--- src/rtl/bids_pkg.sv ---
// shared types and constants of the bilinear downscaler
`timescale 1ns / 1ps
`default_nettype none
package bids_pkg;
	localparam int CH_W      = 16;
	localparam int PIX_W     = 4 * CH_W;
	localparam int WGT_W     = 17;
	localparam logic [WGT_W-1:0] WGT_ONE = 17'h10000;
	localparam int OUT_COL_W = 12;
	localparam int OUT_ROW_W = 11;
	localparam int SRC_W_W   = 15;
	localparam int SRC_H_W   = 14;
	localparam int CFG_IDX_W = 2;

	localparam logic [CFG_IDX_W-1:0] REG_SOURCE_WIDTH  = 2'd0;
	localparam logic [CFG_IDX_W-1:0] REG_SOURCE_HEIGHT = 2'd1;

	typedef struct packed {
		logic recalc;
		logic clear;
		logic adv;
	} ax_cmd_t;

	typedef struct packed {
		logic             busy;
		logic [1:0]       n;
		logic             same0;
		logic             same1;
		logic [WGT_W-1:0] w0;
		logic [WGT_W-1:0] w1;
	} ax_stat_t;

	typedef struct packed {
		logic recalc;
		logic cfg_we;
		logic take;
		logic look;
		logic mix1;
		logic mix2;
		logic next;
		logic fin;
		logic adv2;
	} dp_cmd_t;

	typedef struct packed {
		logic busy;
		logic drop;
		logic nout;
		logic last;
		logic adv2;
	} dp_stat_t;
endpackage
`default_nettype wire

--- src/rtl/bids_ctrl.sv ---
// controller state machine of the bilinear downscaler
`timescale 1ns / 1ps
`default_nettype none
module bids_ctrl (
	input  wire logic                clk,
	input  wire logic                arst_n,
	input  wire logic                in_valid,
	output logic                     in_ready,
	output logic                     out_valid,
	input  wire logic                out_ready,
	input  wire logic                cfg_valid,
	output logic                     cfg_ready,
	output bids_pkg::dp_cmd_t        cmd,
	input  wire bids_pkg::dp_stat_t  stat
);
	import bids_pkg::*;

	typedef enum logic [7:0] {
		ST_RECALC = 8'b0000_0001,
		ST_IDLE   = 8'b0000_0010,
		ST_LOOK   = 8'b0000_0100,
		ST_MIX1   = 8'b0000_1000,
		ST_MIX2   = 8'b0001_0000,
		ST_OUT    = 8'b0010_0000,
		ST_FIN    = 8'b0100_0000,
		ST_ADV2   = 8'b1000_0000
	} state_t;

	state_t state_q, state_d;
	logic   stale_q;

	always_comb begin
		cfg_ready = state_q == ST_IDLE;
		in_ready  = (state_q == ST_IDLE) && !stale_q && !cfg_valid;
		out_valid = state_q == ST_OUT;
		cmd       = '0;
		cmd.cfg_we = cfg_valid && cfg_ready;
		state_d   = state_q;
		case (state_q)
			ST_RECALC: begin
				if (!stat.busy) begin
					state_d = ST_IDLE;
				end
			end
			ST_IDLE: begin
				if (stale_q) begin
					cmd.recalc = 1'b1;
					state_d    = ST_RECALC;
				end else if (in_valid && in_ready) begin
					cmd.take = 1'b1;
					state_d  = ST_LOOK;
				end
			end
			ST_LOOK: begin
				if (stat.drop) begin
					state_d = ST_IDLE;
				end else begin
					cmd.look = 1'b1;
					state_d  = stat.nout ? ST_MIX1 : ST_FIN;
				end
			end
			ST_MIX1: begin
				cmd.mix1 = 1'b1;
				state_d  = ST_MIX2;
			end
			ST_MIX2: begin
				cmd.mix2 = 1'b1;
				state_d  = ST_OUT;
			end
			ST_OUT: begin
				if (out_ready) begin
					if (stat.last) begin
						state_d = ST_FIN;
					end else begin
						cmd.next = 1'b1;
						state_d  = ST_MIX1;
					end
				end
			end
			ST_FIN: begin
				cmd.fin = 1'b1;
				state_d = stat.adv2 ? ST_ADV2 : ST_IDLE;
			end
			ST_ADV2: begin
				cmd.adv2 = 1'b1;
				state_d  = ST_IDLE;
			end
			default: begin
				state_d = ST_IDLE;
			end
		endcase
	end

	always_ff @(posedge clk or negedge arst_n) begin
		if (!arst_n) begin
			state_q <= ST_IDLE;
			stale_q <= 1'b1;
		end else begin
			state_q <= state_d;
			if (cmd.cfg_we) begin
				stale_q <= 1'b1;
			end else if (cmd.recalc) begin
				stale_q <= 1'b0;
			end
		end
	end

	assert property (@(posedge clk) disable iff (!arst_n) in_ready |-> !stat.busy)
		else $error("item taken while step constants are being recomputed");
	assert property (@(posedge clk) disable iff (!arst_n)
		(cfg_valid && cfg_ready) |=> !in_ready)
		else $error("item taken straight after a register write");
	assert property (@(posedge clk) disable iff (!arst_n)
		(state_q == ST_ADV2) |-> $past(state_q == ST_FIN))
		else $error("second advance without a finishing step");
endmodule
`default_nettype wire
--- config.mk ---
export PLATFORM = sky130hd
export DESIGN_NAME = bids_ctrl
export DESIGN_NICKNAME = d
export VERILOG_FILES = /design/src/rtl/bids_pkg.sv /design/src/rtl/bids_ctrl.sv
export SDC_FILE = /design/constraint.sdc
export NUM_CORES = 1
export LEC_CHECK = 0
export BUFFER_PORTS_ARGS = -buffer_cell sky130_fd_sc_hd__buf_2
export CAP_MARGIN = 10
export CORE_MARGIN = 1.5
export CORE_UTILIZATION = 23
export DETAILED_ROUTE_END_ITERATION = 7
export GPL_ROUTABILITY_DRIVEN = 0
export PLACE_DENSITY = 0.46
export SKIP_CTS_REPAIR_TIMING = 1
export SYNTH_ARGS = -nofsm -noshare
export SYNTH_HDL_FRONTEND = slang
export SYNTH_SLANG_ARGS = --single-unit
export TNS_END_PERCENT = 5
--- constraint.sdc ---
create_clock -name clk -period 2.5 [get_ports clk]
set_input_delay 0.5 -clock clk [delete_from_list [all_inputs] [get_ports clk]]
set_output_delay 0.5 -clock clk [all_outputs]
set_load 0.02 [all_outputs]
=== Word-level counts from Yosys, hierarchy flattened ===
Index checks and enable logic that the tools add are counted.

* Register bits: 9
* Bits of input ports: 10
* Output and inout bits: 12
* Logic and storage cells: 46

* Equal/unequal tests: 11
* Muxes and demuxes: 25
* Reduce and logical (&&, ||, !) cells: 8

{| class="wikitable"
|+ Operators by type and width
! cell !! count
|-
| $pmux 8 s7 || 1
|-
| $mux 8 || 5
|-
| $mux 7 || 3
|-
| $mux 1 || 16
|-
| $eq 8x1->1 const B || 1
|-
| $eq 8x2->1 const B || 1
|-
| $eq 8x3->1 const B || 1
|-
| $eq 8x4->1 const B || 1
|-
| $eq 8x5->1 const B || 1
|-
| $eq 8x6->1 const B || 1
|-
| $eq 8x7->1 const B || 1
|-
| $eq 8x8->1 const B || 1
|-
| $logic_and 1x1->1 || 4
|-
| $ne 3x1->1 const B || 1
|-
| $reduce_and 3->1 || 1
|-
| $logic_not 1->1 || 2
|-
| $ne 2x1->1 const B || 1
|-
| $ne 2x2->1 const B || 1
|-
| $reduce_bool 2->1 || 1
|}

=== Logic depth before layout (Yosys ltp) ===
Gate-level depths: netlist of the first run.

* Word-level depth: 7
* Depth in mapped cells: 6
* Mapped depth without buffers: 5

=== Least setup slack after synthesis of the first run ===
OpenSTA, ideal clock, no wires.

* Path type: reg2out
* Start: register state_q[2]
* End: output port cmd[2] in the netlist's numbering
* Arrival: 1,591 ps
* Data required time: 2,000 ps
* Slack: 409 ps
* Stages on the path, launching flop included: 5
* Path buffers: 1
* Cell sequence: dfrtp_1 > buf_6 > nor4_4 > nand4b_1 > nor3b_1

{| class="wikitable"
|+ RTL lines
! item !! RTL line !! source
|-
| start, declared || bids_ctrl.sv:29 || <nowiki>state_t state_q, state_d;</nowiki>
|-
| start signal, assigned || bids_ctrl.sv:99 || <nowiki>state_q <= state_d;</nowiki>
|-
| end, declared || bids_ctrl.sv:13 || <nowiki>output bids_pkg::dp_cmd_t cmd,</nowiki>
|}

==> impl_summary.log, run 1 <==
INFO  metric die_height = around 54 um
INFO  metric pin_count = 22
INFO  metric antenna_found_initial = 0
INFO  metric tritoncts_clock_tree = built
INFO  metric floorplan.core_area = ~2500 sq um
INFO  metric worst_ir_drop_vdd = about 350 uV
INFO  metric cts.clk_slew.worst_paths = around 0.070 ns
INFO  metric finalCritPeriodShare = 0.9336
INFO  metric ys_dominant_reg_cell = sky130_fd_sc_hd__dfrtp_1
INFO  metric synthesis.yosys.warnings = 0
INFO  metric drt_first_pass_iters = 4
INFO  metric final_layout_size_suffix_gt1_frac = 0.3804
INFO  metric post-route-min-period = 2.334 ns
INFO  metric detailed_place_hpwl = between 1 and 1.5 mm
INFO  metric cts_sinks = 9
INFO  metric skew = approximately 0.0076 ns
INFO  metric via_count = 570
INFO  metric worst-r2r-cell-count = 4
INFO  metric max-slew-margin-rel = 0.6987
INFO  metric area.growth.synth_to_final = 29.19%
INFO  metric timing.critical_path.required = 2.00 ns
INFO  metric critical_path_arrival = ~1.8 ns
INFO  metric first_global_vias = 526
INFO  metric swShare = 0.4036
INFO  metric hold_viol_final = 0
INFO  metric worst_pin_slew = about 0.45 ns
INFO  metric effective_utilization_at_floorplan = 0.2439
INFO  metric seq_area_frac_synth = 0.3768
INFO  metric sequentialPowerShare = 0.343
INFO  metric crit_path_max_fanout = 8
INFO  metric grt_first_pass_wirelength = ~2.3 mm
INFO  metric max_clock_freq = 0.4284 GHz
INFO  metric nNetsFinal = about 100
INFO  metric run_status = completed
INFO  metric cts_buffers = 3
INFO  metric drv.max_cap_violation_count = 0
INFO  metric yosys_register_bits = 9
INFO  metric root_buffer = sky130_fd_sc_hd__clkbuf_4
INFO  metric setup_tns = 0 ns
INFO  metric p_total = roughly 0.63 mW
INFO  metric timing.setup.critical_path_class = reg2out
INFO  metric die_area = a little under 3000 sq um
INFO  metric worst_hold_path_type = in2async
INFO  metric pwr-share-clk = 0.182
INFO  metric post_synth_edffs = 0
INFO  metric avgRoutedWirePerCell = 12.02 um
INFO  metric maximum_count_of_clock_buffers_along_a_single_path = 2
INFO  metric switchingPower = around 0.25 mW
INFO  metric power.density = between 800 and 900 nW/um^2
INFO  metric rsz0062_at_grt = false
INFO  metric clk_latency_worst_skew_pair = ~0.26 ns
INFO  metric antenna_cells = 0
INFO  metric postSynth.asyncResetShare = 1.000
INFO  metric leakagePower = ~0.44 nW
INFO  metric drt_wl_total = approximately 1.5 mm
INFO  metric std_cell_rows = 18
INFO  metric number_of_nets_with_antenna_violations_after_detailed_routing = 0
INFO  metric die_x = between 50 and 60 um
INFO  metric setup_viol = 0
INFO  metric cp-end-kind = primary output
INFO  metric synthesis.area_per_instance = 9.157 sq um
INFO  metric route.detailed.vias_per_inst = around 4.7
INFO  metric maxSlewViolCount = 0
INFO  metric syn-cell-area = around 600 sq um
INFO  metric post_synth_num_cell_types = 33
INFO  metric aggregate_global_routing_overflow = 0
INFO  metric grt_max_degree = 10
INFO  metric drt_first_iter_violations = 11
INFO  metric portBuffers = 21
INFO  metric cell_internal_pwr = ~0.37 mW
INFO  metric grtUsageTotal = 0.1132
INFO  metric start_kind = flip-flop
INFO  metric synth.net_count = 76
INFO  metric drt_drc_violations_left = 0
INFO  metric power_frac_comb = 0.475
INFO  metric cts.htree.levels = 1
INFO  metric netlist_instances = 66
sequential cells by signal, indices dropped and copies added (netlist names):
| register | count |
|---|---|
| stale_q | 1 |
| state_q | 8 |
worst max-delay path: stages, from the launching register on:
cell and delay, ns:
sky130_fd_sc_hd__dfrtp_1 0.46, sky130_fd_sc_hd__nor4_4 0.34, sky130_fd_sc_hd__nand3_2 0.15, sky130_fd_sc_hd__or3_4 0.41
sky130_fd_sc_hd__inv_1 0.06, sky130_fd_sc_hd__buf_2 0.15
through the flow:
step	hold WS, ns	setup WS, ns	area [sq um]	util	std cells
floorplan	0.2044	0.4093	604.3	-	66
global placement	0.3750	0.3598	739.5	0.2985	116
detailed placement	0.3752	0.3363	739.5	0.2985	116
CTS	0.08302	0.04327	765.7	0.3091	120
global route	0.09011	0.02383	780.7	0.3152	122
finish	0.08252	0.1660	780.7	0.3152	122
kinds of logic after synthesis:
family / synth area share
AOI/OAI and AO/OA: 0.1450
xor gates and xnor gates: 0.02899
buffers and inverters: 0.06832
DFF: 0.3768
and+or+nand+nor: 0.3810
metal layers:
layer	GRT usage	share of wire
met3	0.04918	0.056
met2	0.1727	0.45
met4	0.02500	0.013
met1	0.1477	0.48
met5	0	0
final timing paths:
kind,start,endpoint,slack (ns)
max reg2reg,state_q[2],state_q[3],0.81
min in group clk,stat[0],state_q[7],0.46
max in group asynchronous,arst_n,stale_q,2.15
max,state_q[2],cmd[6],0.17
min,arst_n,state_q[5],0.08
min reg2reg,stale_q,state_q[0],0.53
cells in the final DEF, fill, tap and decap left out, types with 2 or more instances in the layout:
cell type	netlist	routed
sky130_fd_sc_hd__o21ai_0	2	2
sky130_fd_sc_hd__clkbuf_4	0	3
sky130_fd_sc_hd__dfstp_2	2	2
sky130_fd_sc_hd__and3b_2	2	2
sky130_fd_sc_hd__nand3_1	3	3
sky130_fd_sc_hd__and3b_1	2	2
sky130_fd_sc_hd__xor2_1	2	2
sky130_fd_sc_hd__nand2_1	3	3
sky130_fd_sc_hd__dfrtp_1	7	7
sky130_fd_sc_hd__nor3b_1	3	3
sky130_fd_sc_hd__a21oi_1	3	3
sky130_fd_sc_hd__buf_4	0	3
sky130_fd_sc_hd__and3_1	2	2
sky130_fd_sc_hd__nor3_1	2	2
sky130_fd_sc_hd__inv_1	7	7
sky130_fd_sc_hd__nor2_1	6	6
sky130_fd_sc_hd__and4_1	2	2
sky130_fd_sc_hd__buf_2	0	21
final cells by class:
cell class                 instances  area, sq um
tap                               30        37.54
sequential                         9        227.7
inverter                           7        26.28
multi-input combinational         48        335.3
fill                             283         1697
timing repair buffer              24        127.6
clock buffer                       4        26.28
power groups by stage:
stage	Combinational, mW	Clock, mW	Sequential [mW]
after floorplan	0.220	0	0.206
after global placement	0.282	0	0.218
after detailed placement	0.283	0	0.218
after CTS	0.283	0.122	0.215
after global routing	0.344	0.132	0.221
final	0.298	0.114	0.215
synth_stat cells, types with 2 or more instances:
library cell | number | area, sq um
sky130_fd_sc_hd__inv_1 | 7 | 26.28
sky130_fd_sc_hd__dfrtp_1 | 7 | 175.2
sky130_fd_sc_hd__o21ai_0 | 2 | 10.01
sky130_fd_sc_hd__and3b_1 | 2 | 17.52
sky130_fd_sc_hd__a21oi_1 | 3 | 15.01
sky130_fd_sc_hd__nor3_1 | 2 | 10.01
sky130_fd_sc_hd__and4_1 | 2 | 17.52
sky130_fd_sc_hd__xor2_1 | 2 | 17.52
sky130_fd_sc_hd__and3b_2 | 2 | 20.02
sky130_fd_sc_hd__nor3b_1 | 3 | 22.52
sky130_fd_sc_hd__nand3_1 | 3 | 15.01
sky130_fd_sc_hd__and3_1 | 2 | 12.51
sky130_fd_sc_hd__nor2_1 | 6 | 22.52
sky130_fd_sc_hd__nand2_1 | 3 | 11.26
sky130_fd_sc_hd__dfstp_2 | 2 | 52.55
No activity file was read; power rests on OpenSTA's default activity.
==> run 2, diff against run 1 <==
==> constraint.sdc (replaced) <==
create_clock -name clk -period 2.5 [get_ports clk]
set_input_delay 0.375 -clock clk [delete_from_list [all_inputs] [get_ports clk]]
set_output_delay 0.375 -clock clk [all_outputs]
set_load 0.02 [all_outputs]
==> impl_summary.log, run 2 (synthesis results as in run 1) <==
INFO  metric worst_reg2reg_setup_slack = 0.76 ns
INFO  metric drt_wl_total = around 1.5 mm
INFO  metric skew = around 0.0014 ns
INFO  metric worst_hold_path_type = in2reg
INFO  metric cts.htree.levels = 1
INFO  metric largest_register_ff_count = 8
INFO  metric effective_utilization_at_floorplan = 0.2439
INFO  metric cts.clk_slew.worst_paths = roughly 0.070 ns
INFO  metric timing.setup.critical_path_class = reg2out
INFO  metric detailed_place_hpwl = roughly 1.2 mm
INFO  metric max_clock_freq = ~0.43 GHz
INFO  metric grtUsageTotal = 0.1165
INFO  metric antenna_cells = 0
INFO  metric cp_cell_sequence = nor4_4 -> nand3_2 -> or3_4 -> inv_1 -> buf_2
INFO  metric largest-register = state_q
INFO  metric std_cell_rows = 18
INFO  metric post-route-min-period = 2.324 ns
INFO  metric via_count = 560
INFO  metric tritoncts_clock_tree = built
INFO  metric nNetsFinal = roughly 100
INFO  metric crit-reg2reg-capture = state_q[6]
INFO  metric run_status = completed
INFO  metric maxSlewViolCount = 0
INFO  metric power.density = just under 800 nW/um^2
INFO  metric reg2reg_from = state_q[3]
INFO  metric worst_ir_drop_vdd = approximately 380 uV
INFO  metric root_buffer = sky130_fd_sc_hd__clkbuf_4
INFO  metric rsz0062_at_grt = false
INFO  metric worst_pin_slew = ~0.48 ns
INFO  metric cts_buffers = 3
INFO  metric area.growth.synth_to_final = 28.36%
INFO  metric critical_path_arrival = 1.95 ns
INFO  metric number_of_nets_with_antenna_violations_after_detailed_routing = 0
INFO  metric fin_util = 0.3131
INFO  metric leakagePower = approximately 0.44 nW
INFO  metric final.fill_count = 280
INFO  metric register_area = between 200 and 250 sq um
INFO  metric first_global_vias = approximately 530
INFO  metric worst-r2r-cell-count = 4
INFO  metric critical-path-top-delay-family = simple AND/OR/NAND/NOR gates
INFO  metric total_area_of_multi_input_combinational_cells = around 340 sq um
INFO  metric setup_tns = 0 ns
INFO  metric pin_count = 22
INFO  metric mostFrequentLayoutCell = sky130_fd_sc_hd__buf_2
INFO  metric p_total = around 0.62 mW
INFO  metric hold_viol_final = 0
INFO  metric crit_path_start = state_q[3]
INFO  metric crit_slowest_cell = sky130_fd_sc_hd__dfrtp_1
INFO  metric cp-end-kind = primary output
INFO  metric die_height = 54.26 um
INFO  metric maximum_count_of_clock_buffers_along_a_single_path = 2
INFO  metric critical_path_buf_inv_count = 2
INFO  metric floorplan.core_area = about 2500 sq um
INFO  metric die_x = 54.26 um
INFO  metric cts_sinks = 9
INFO  metric grt_first_pass_wirelength = between 2 and 2.5 mm
INFO  metric drt_drc_violations_left = 0
INFO  metric drv.max_cap_violation_count = 0
INFO  metric start_kind = flip-flop
INFO  metric portBuffers = 21
INFO  metric die_area = slightly below 3000 sq um
INFO  metric aggregate_global_routing_overflow = 0
INFO  metric route.detailed.vias_per_inst = about 4.6
INFO  metric cp-endpoint = cmd[6]
INFO  metric finish.instance_area = a little under 800 sq um
INFO  metric grt_max_degree = 10
INFO  metric critical_path_depth = 5
INFO  metric delay_of_the_slowest_cell_on_the_worst_path = ~0.46 ns
INFO  metric reg_top3 = state_q: 8 flops, stale_q: 1 flops
INFO  metric max-slew-margin-rel = 0.6791
INFO  metric clk_latency_worst_skew_pair = roughly 0.26 ns
INFO  metric drt_first_pass_iters = 3
INFO  metric avgRoutedWirePerCell = roughly 12 um
INFO  metric finalCritPeriodShare = 0.9297
INFO  metric antenna_found_initial = 0
INFO  metric mostFrequentLayoutCells = sky130_fd_sc_hd__buf_2 (21), sky130_fd_sc_hd__inv_1 (7), sky130_fd_sc_hd__dfrtp_1 (7), sky130_fd_sc_hd__nor2_1 (6)
INFO  metric place_area = 739.5 sq um
INFO  metric setup_viol = 0
INFO  metric final_layout_size_suffix_gt1_frac = 0.3626
INFO  metric crit_path_max_fanout = 8
INFO  metric drt_first_iter_violations = 7
INFO  metric timing.critical_path.required = between 2 and 2.5 ns
[run 2: cell count changes in the layout (fill, tap and decap cells not counted), sizes merged]
cell	change
buf	-2
dlygate4sd3	+1
[run 2: where the power goes]
| part | switching, mW | leakage (nW) | internal [mW] |
|---|---|---|---|
| sequential | 0.0315 | 0.118 | 0.185 |
| clock | 0.0552 | 0.0150 | 0.0617 |
| combinational | 0.171 | 0.306 | 0.112 |
| total | 0.258 | 0.439 | 0.359 |
[run 2: area by class of cell]
type / count / area share
clock buffer: 4 / 0.03387
inverter: 7 / 0.03387
multi-input combinational: 48 / 0.4323
sequential: 9 / 0.2935
tap: 30 / 0.04839
timing repair buffer: 23 / 0.1581
[run 2: worst min-delay path by stage]
stage               slack (ns)  startpoint    endpoint  cells past startpoint
floorplan                 0.08      arst_n  state_q[0]                      0
global placement          0.25      arst_n  state_q[4]                      1
detailed placement        0.25      arst_n  state_q[7]                      1
CTS                      -0.04      arst_n  state_q[7]                      1
global route              0.33     stat[0]  state_q[7]                      2
finish                    0.33     stat[0]  state_q[7]                      2
[run 2: worst reg2reg max path, cell delays in order, from the launching register on]
cell	delay, ns
sky130_fd_sc_hd__dfrtp_1	0.46
sky130_fd_sc_hd__nor4_4	0.39
sky130_fd_sc_hd__nand4b_1	0.30
sky130_fd_sc_hd__o22ai_1	0.36
sky130_fd_sc_hd__a21oi_1	0.12
[run 2: per-stage QoR]
step	std cells	worst slack, ns	hold WS (ns)
3_3_place_gp	116	0.4847	0.2494
5_1_grt	121	0.03881	0.3344
2_1_floorplan	66	0.5343	0.07941
6_report	121	0.1757	0.3315
3_5_place_dp	116	0.4641	0.2524
4_1_cts	120	0.1624	-0.03589
[run 2: per-layer routing]
layer  global-route usage  routed length, um
met3              0.04918                 86
met5                    0                  0
met4              0.03750                 19
met1               0.1404                712
met2               0.1867                674
